$ cat config.mk
export PLATFORM = sky130hd
export DESIGN_NAME = qfk_mul
export DESIGN_NICKNAME = d
export VERILOG_FILES = /design/src/rtl/core/assert_macros.svh /design/src/rtl/core/qfk_pkg.sv /design/src/rtl/core/qfk_mul.sv
export SDC_FILE = /design/constraint.sdc
export NUM_CORES = 2
export LEC_CHECK = 0
export ABC_AREA = 0
export BUFFER_PORTS_ARGS = -buffer_cell sky130_fd_sc_hd__buf_2
export CORE_MARGIN = 8
export CORE_UTILIZATION = 35
export DETAILED_ROUTE_END_ITERATION = 6
export GPL_TIMING_DRIVEN = 0
export PLACE_DENSITY = 0.54
export REMOVE_ABC_BUFFERS = 1
export SLEW_MARGIN = 20
export SYNTH_ARGS = -nofsm -noshare
export SYNTH_HDL_FRONTEND = slang
export SYNTH_SLANG_ARGS = --single-unit
$ cat constraint.sdc
create_clock -name clock -period 22 [get_ports clock]
set_input_delay 4.4 -clock clock [delete_from_list [all_inputs] [get_ports clock]]
set_output_delay 4.4 -clock clock [all_outputs]
set_load 0.1 [all_outputs]
$ cat src/rtl/core/assert_macros.svh
// Assertion macros shared by the RTL.
`ifndef ASSERT_MACROS_SVH
`define ASSERT_MACROS_SVH
`ifndef NO_ASSERTIONS
`define ASSERT_CLK(label, clk, rst, prop) \
   label: assert property (@(posedge clk) disable iff (rst) prop) else $error("%m failed");
`define ASSERT_CLK_NORST(label, clk, prop) \
   label: assert property (@(posedge clk) prop) else $error("%m failed");
`else
`define ASSERT_CLK(label, clk, rst, prop)
`define ASSERT_CLK_NORST(label, clk, prop)
`endif
`endif

$ cat src/rtl/core/qfk_pkg.sv
// Types, constants and helpers for the quaternion forward kinematics block.
package qfk_pkg;
   localparam int MaxJoints = 64;
   localparam int IdxW = 6;
   localparam int FracQ = 14;

   typedef struct packed {
      logic [5:0] joint_index;
      logic is_root;
      logic [5:0] parent_index;
      logic signed [31:0] local_x;
      logic signed [31:0] local_y;
      logic signed [31:0] local_z;
      logic signed [15:0] local_qw;
      logic signed [15:0] local_qx;
      logic signed [15:0] local_qy;
      logic signed [15:0] local_qz;
   } req_type;

   typedef struct packed {
      logic signed [31:0] world_x;
      logic signed [31:0] world_y;
      logic signed [31:0] world_z;
      logic signed [15:0] world_qw;
      logic signed [15:0] world_qx;
      logic signed [15:0] world_qy;
      logic signed [15:0] world_qz;
      logic bad_parent;
   } rsp_type;

   typedef enum logic [2:0] {
      ST_IDLE, ST_READ, ST_QUAT, ST_MAT, ST_ROT, ST_DONE
   } state_type;

   // Operand pair for the shared multiplier; b holds a rotation matrix entry
   // (up to 20 bits after rounding) or a sign-extended Q1.14 value
   typedef struct packed {
      logic signed [31:0] a;
      logic signed [19:0] b;
   } mul_op_type;

   function automatic logic signed [15:0] sat16(input logic signed [35:0] v);
      if (v > 36'sd32767) return 16'sh7fff;
      else if (v < -36'sd32768) return 16'sh8000;
      else return v[15:0];
   endfunction

   function automatic logic signed [31:0] sat32(input logic signed [63:0] v);
      if (v > 64'sd2147483647) return 32'sh7fffffff;
      else if (v < -64'sd2147483648) return 32'sh80000000;
      else return v[31:0];
   endfunction
endpackage

$ cat src/rtl/core/qfk_mul.sv
// Shared signed 32x20 multiplier with registered product.
module qfk_mul (
   input  logic clock,
   input  qfk_pkg::mul_op_type op,
   output logic signed [51:0] prod_ff
);
   logic signed [51:0] prod_in;
   assign prod_in = op.a * op.b;
   always_ff @(posedge clock) begin
      prod_ff <= prod_in;
   end
endmodule

==> reports/qor.yml <==
hold_class: "in2reg"
ant_nets: 0
post-cts-setup-buffers: 0
hold_depth: 2
synth_cell_type_count: 46
fp.coreArea_um2: 67300
avgViaCountPerCell: 4.84
initial_core_util_pct: 35.4
finalSetupTns_ps: 0
grtUsageTotal_pct: 17.2
fp.dieH_um: 277
largest_reg_flops: 52
synthCells: 2615
dieArea_um2: 76600
cts_tree: "done"
vias: 16802
ys_ff_latch: 52
path_depth: 22
hold_viol_final: 0
mostFrequentLayoutCells: "691 x inv_1, 636 x fa_1, 331 x and2_1, 323 x nand2_1, 131 x ha_1"
arrival_ps: 11730
fmax_mhz: 86.5
cts_inserted_buffers: 5
clock-sinks: 52
drive_gt1_share_pct: 4.74
top_regs: "prod_ff: 52 flops"
std_cell_rows: 95
worstSetupEndpointType: "flop"
syn_to_final_growth_pct: 5.52
h-tree-depth: 2
crit_chain: "buf_2, clkinv_2, nor2_1, fa_1, fa_1, fa_1, fa_1, fa_1, fa_1, inv_1, fa_1, inv_1, ha_1, a21oi_1, o21ai_0, a211oi_1, o211ai_1, nand2_1, o21ai_2, a31oi_1, o21ai_0, xor2_1"
grt_pass1_wl_mm: 105
synth_area_leader_cell: "fa_1"
crit_type: "in2reg"
port-buffer-count: 104
path_max_fanout: 27
routed_wl_mm: 65.3
crit_top_cell: "fa_1"
drc: 0
hpwlAfterDp_mm: 50.0
fin_crit_sh_pct: 52.5
clk_path_buf_depth: 2
crit_path_max_incr_delay_ps: 620
worst_slew_pin_slew_ps: 1010
top_register: "prod_ff"
yosysWarningCount: 0
cp_slowest_cell: "clkinv_2"
final_nets: 3414
drv_cap: 0
cts_resized: 0
hold_buffers: 0
antenna_found_initial: 0
grt_pass1_vias: 19084
die_w_um: 277
drt_first_pass_iters: 5
fin_crit_ps: 11560
synthArstFlopShare_pct: 0
synth_edf_count: 0
synth_top_flop_cell: "dfxtp_1"
rsz0062_at_grt: "no"
grt_max_degree: 33
final_common_cell: "inv_1"
syn-cell-area_um2: 23800
finish.utilization_pct: 37.3
cpLargestDelayFamily: "adder cells"
drt-wirelength-per-cell_um: 18.8
path_clk_slew_ps: 70
start_kind: "input pin"
cts_root_buf: "clkbuf_16"
synth_area_leaders: "fa_1 54%, inv_1 11%, and2_1 8.7%"
yosysSeqAreaShare_pct: 4.38
status: "finished clean"
grt_overflow: 0
synth_top_area_share_pct: 53.5
worstPathRequired_ps: 22180
synth_area_per_cell_um2: 9.10
gp_congestion: 0.814
path_buf_inv: 4
drt-initial-drc-count: 918
slew_violations: 0
finalSetupViolCount: 0
ios: 105
slew_headroom_pct: 33.0
-- cell type report --
| type | count | area, um^2 |
|---|---|---|
| Inverter | 692 | 2600 |
| Timing Repair Buffer | 104 | 520 |
| Fill cell | 6817 | 42200 |
| Tap cell | 873 | 1090 |
| Clock inverter | 3 | 68.8 |
| Antenna cell | 1 | 2.50 |
| Clock buffer | 5 | 125 |
| Sequential cell | 52 | 1040 |
| Multi-Input combinational cell | 1739 | 19700 |
-- logic make-up (layout without fill, tap and decap cells) --
family / after synthesis / in the layout / share of synthesized area, %
xor+xnor: 55 / 55 / 2.02
fa+ha+maj: 767 / 767 / 60.4
buf+inv: 824 / 804 / 13.0
simple gates: 759 / 759 / 16.0
flops: 52 / 52 / 4.38
other cells: 0 / 1 / 0
compound gates: 158 / 158 / 4.24
-- layer usage --
metal	track usage (%)	vias to the layer above	part of all wire [%]
met3	1.64	97	4.4
met4	4.03	0	2.3
li1	-	7377	-
met5	0	-	0
met2	32.5	450	54
met1	20.8	8878	40
-- final timing paths --
kind                  startpoint  slack (ps)                   to
worst max-delay path      op[19]       10440  prod_ff[48]$_DFF_P_
worst min-delay path      op[20]        4650   prod_ff[0]$_DFF_P_
-- Yosys cell counts (5+ instances only) --
master	instances
nor2b_1	6
a21oi_1	54
nor2_1	53
o21a_1	7
a21o_1	19
o21bai_1	9
a211oi_1	9
and3_1	5
nand2b_1	8
nand2_1	323
xor2_1	18
xnor2_1	37
ha_1	131
inv_1	691
and2_1	331
nand4_1	9
nand3_1	10
nor3_1	7
o21ai_0	31
clkbuf_1	131
dfxtp_1	52
fa_1	636
-- through the flow --
step / setup slack (ps) / instance area [um^2] / hold WS, ps / std cells
finish: 10440 / 25100 / 4650 / 3469
global route: 10080 / 25100 / 4660 / 3468
CTS: 10380 / 25100 / 4650 / 3468
detailed placement: 10130 / 24900 / 4950 / 3460
global placement: 9480 / 24900 / 4960 / 3460
floorplan: 11560 / 23300 / 4520 / 2483
Power is left out: the tool's default activity adds up to more than one toggle a clock period on the data nets, which glitch-free logic cannot reach.
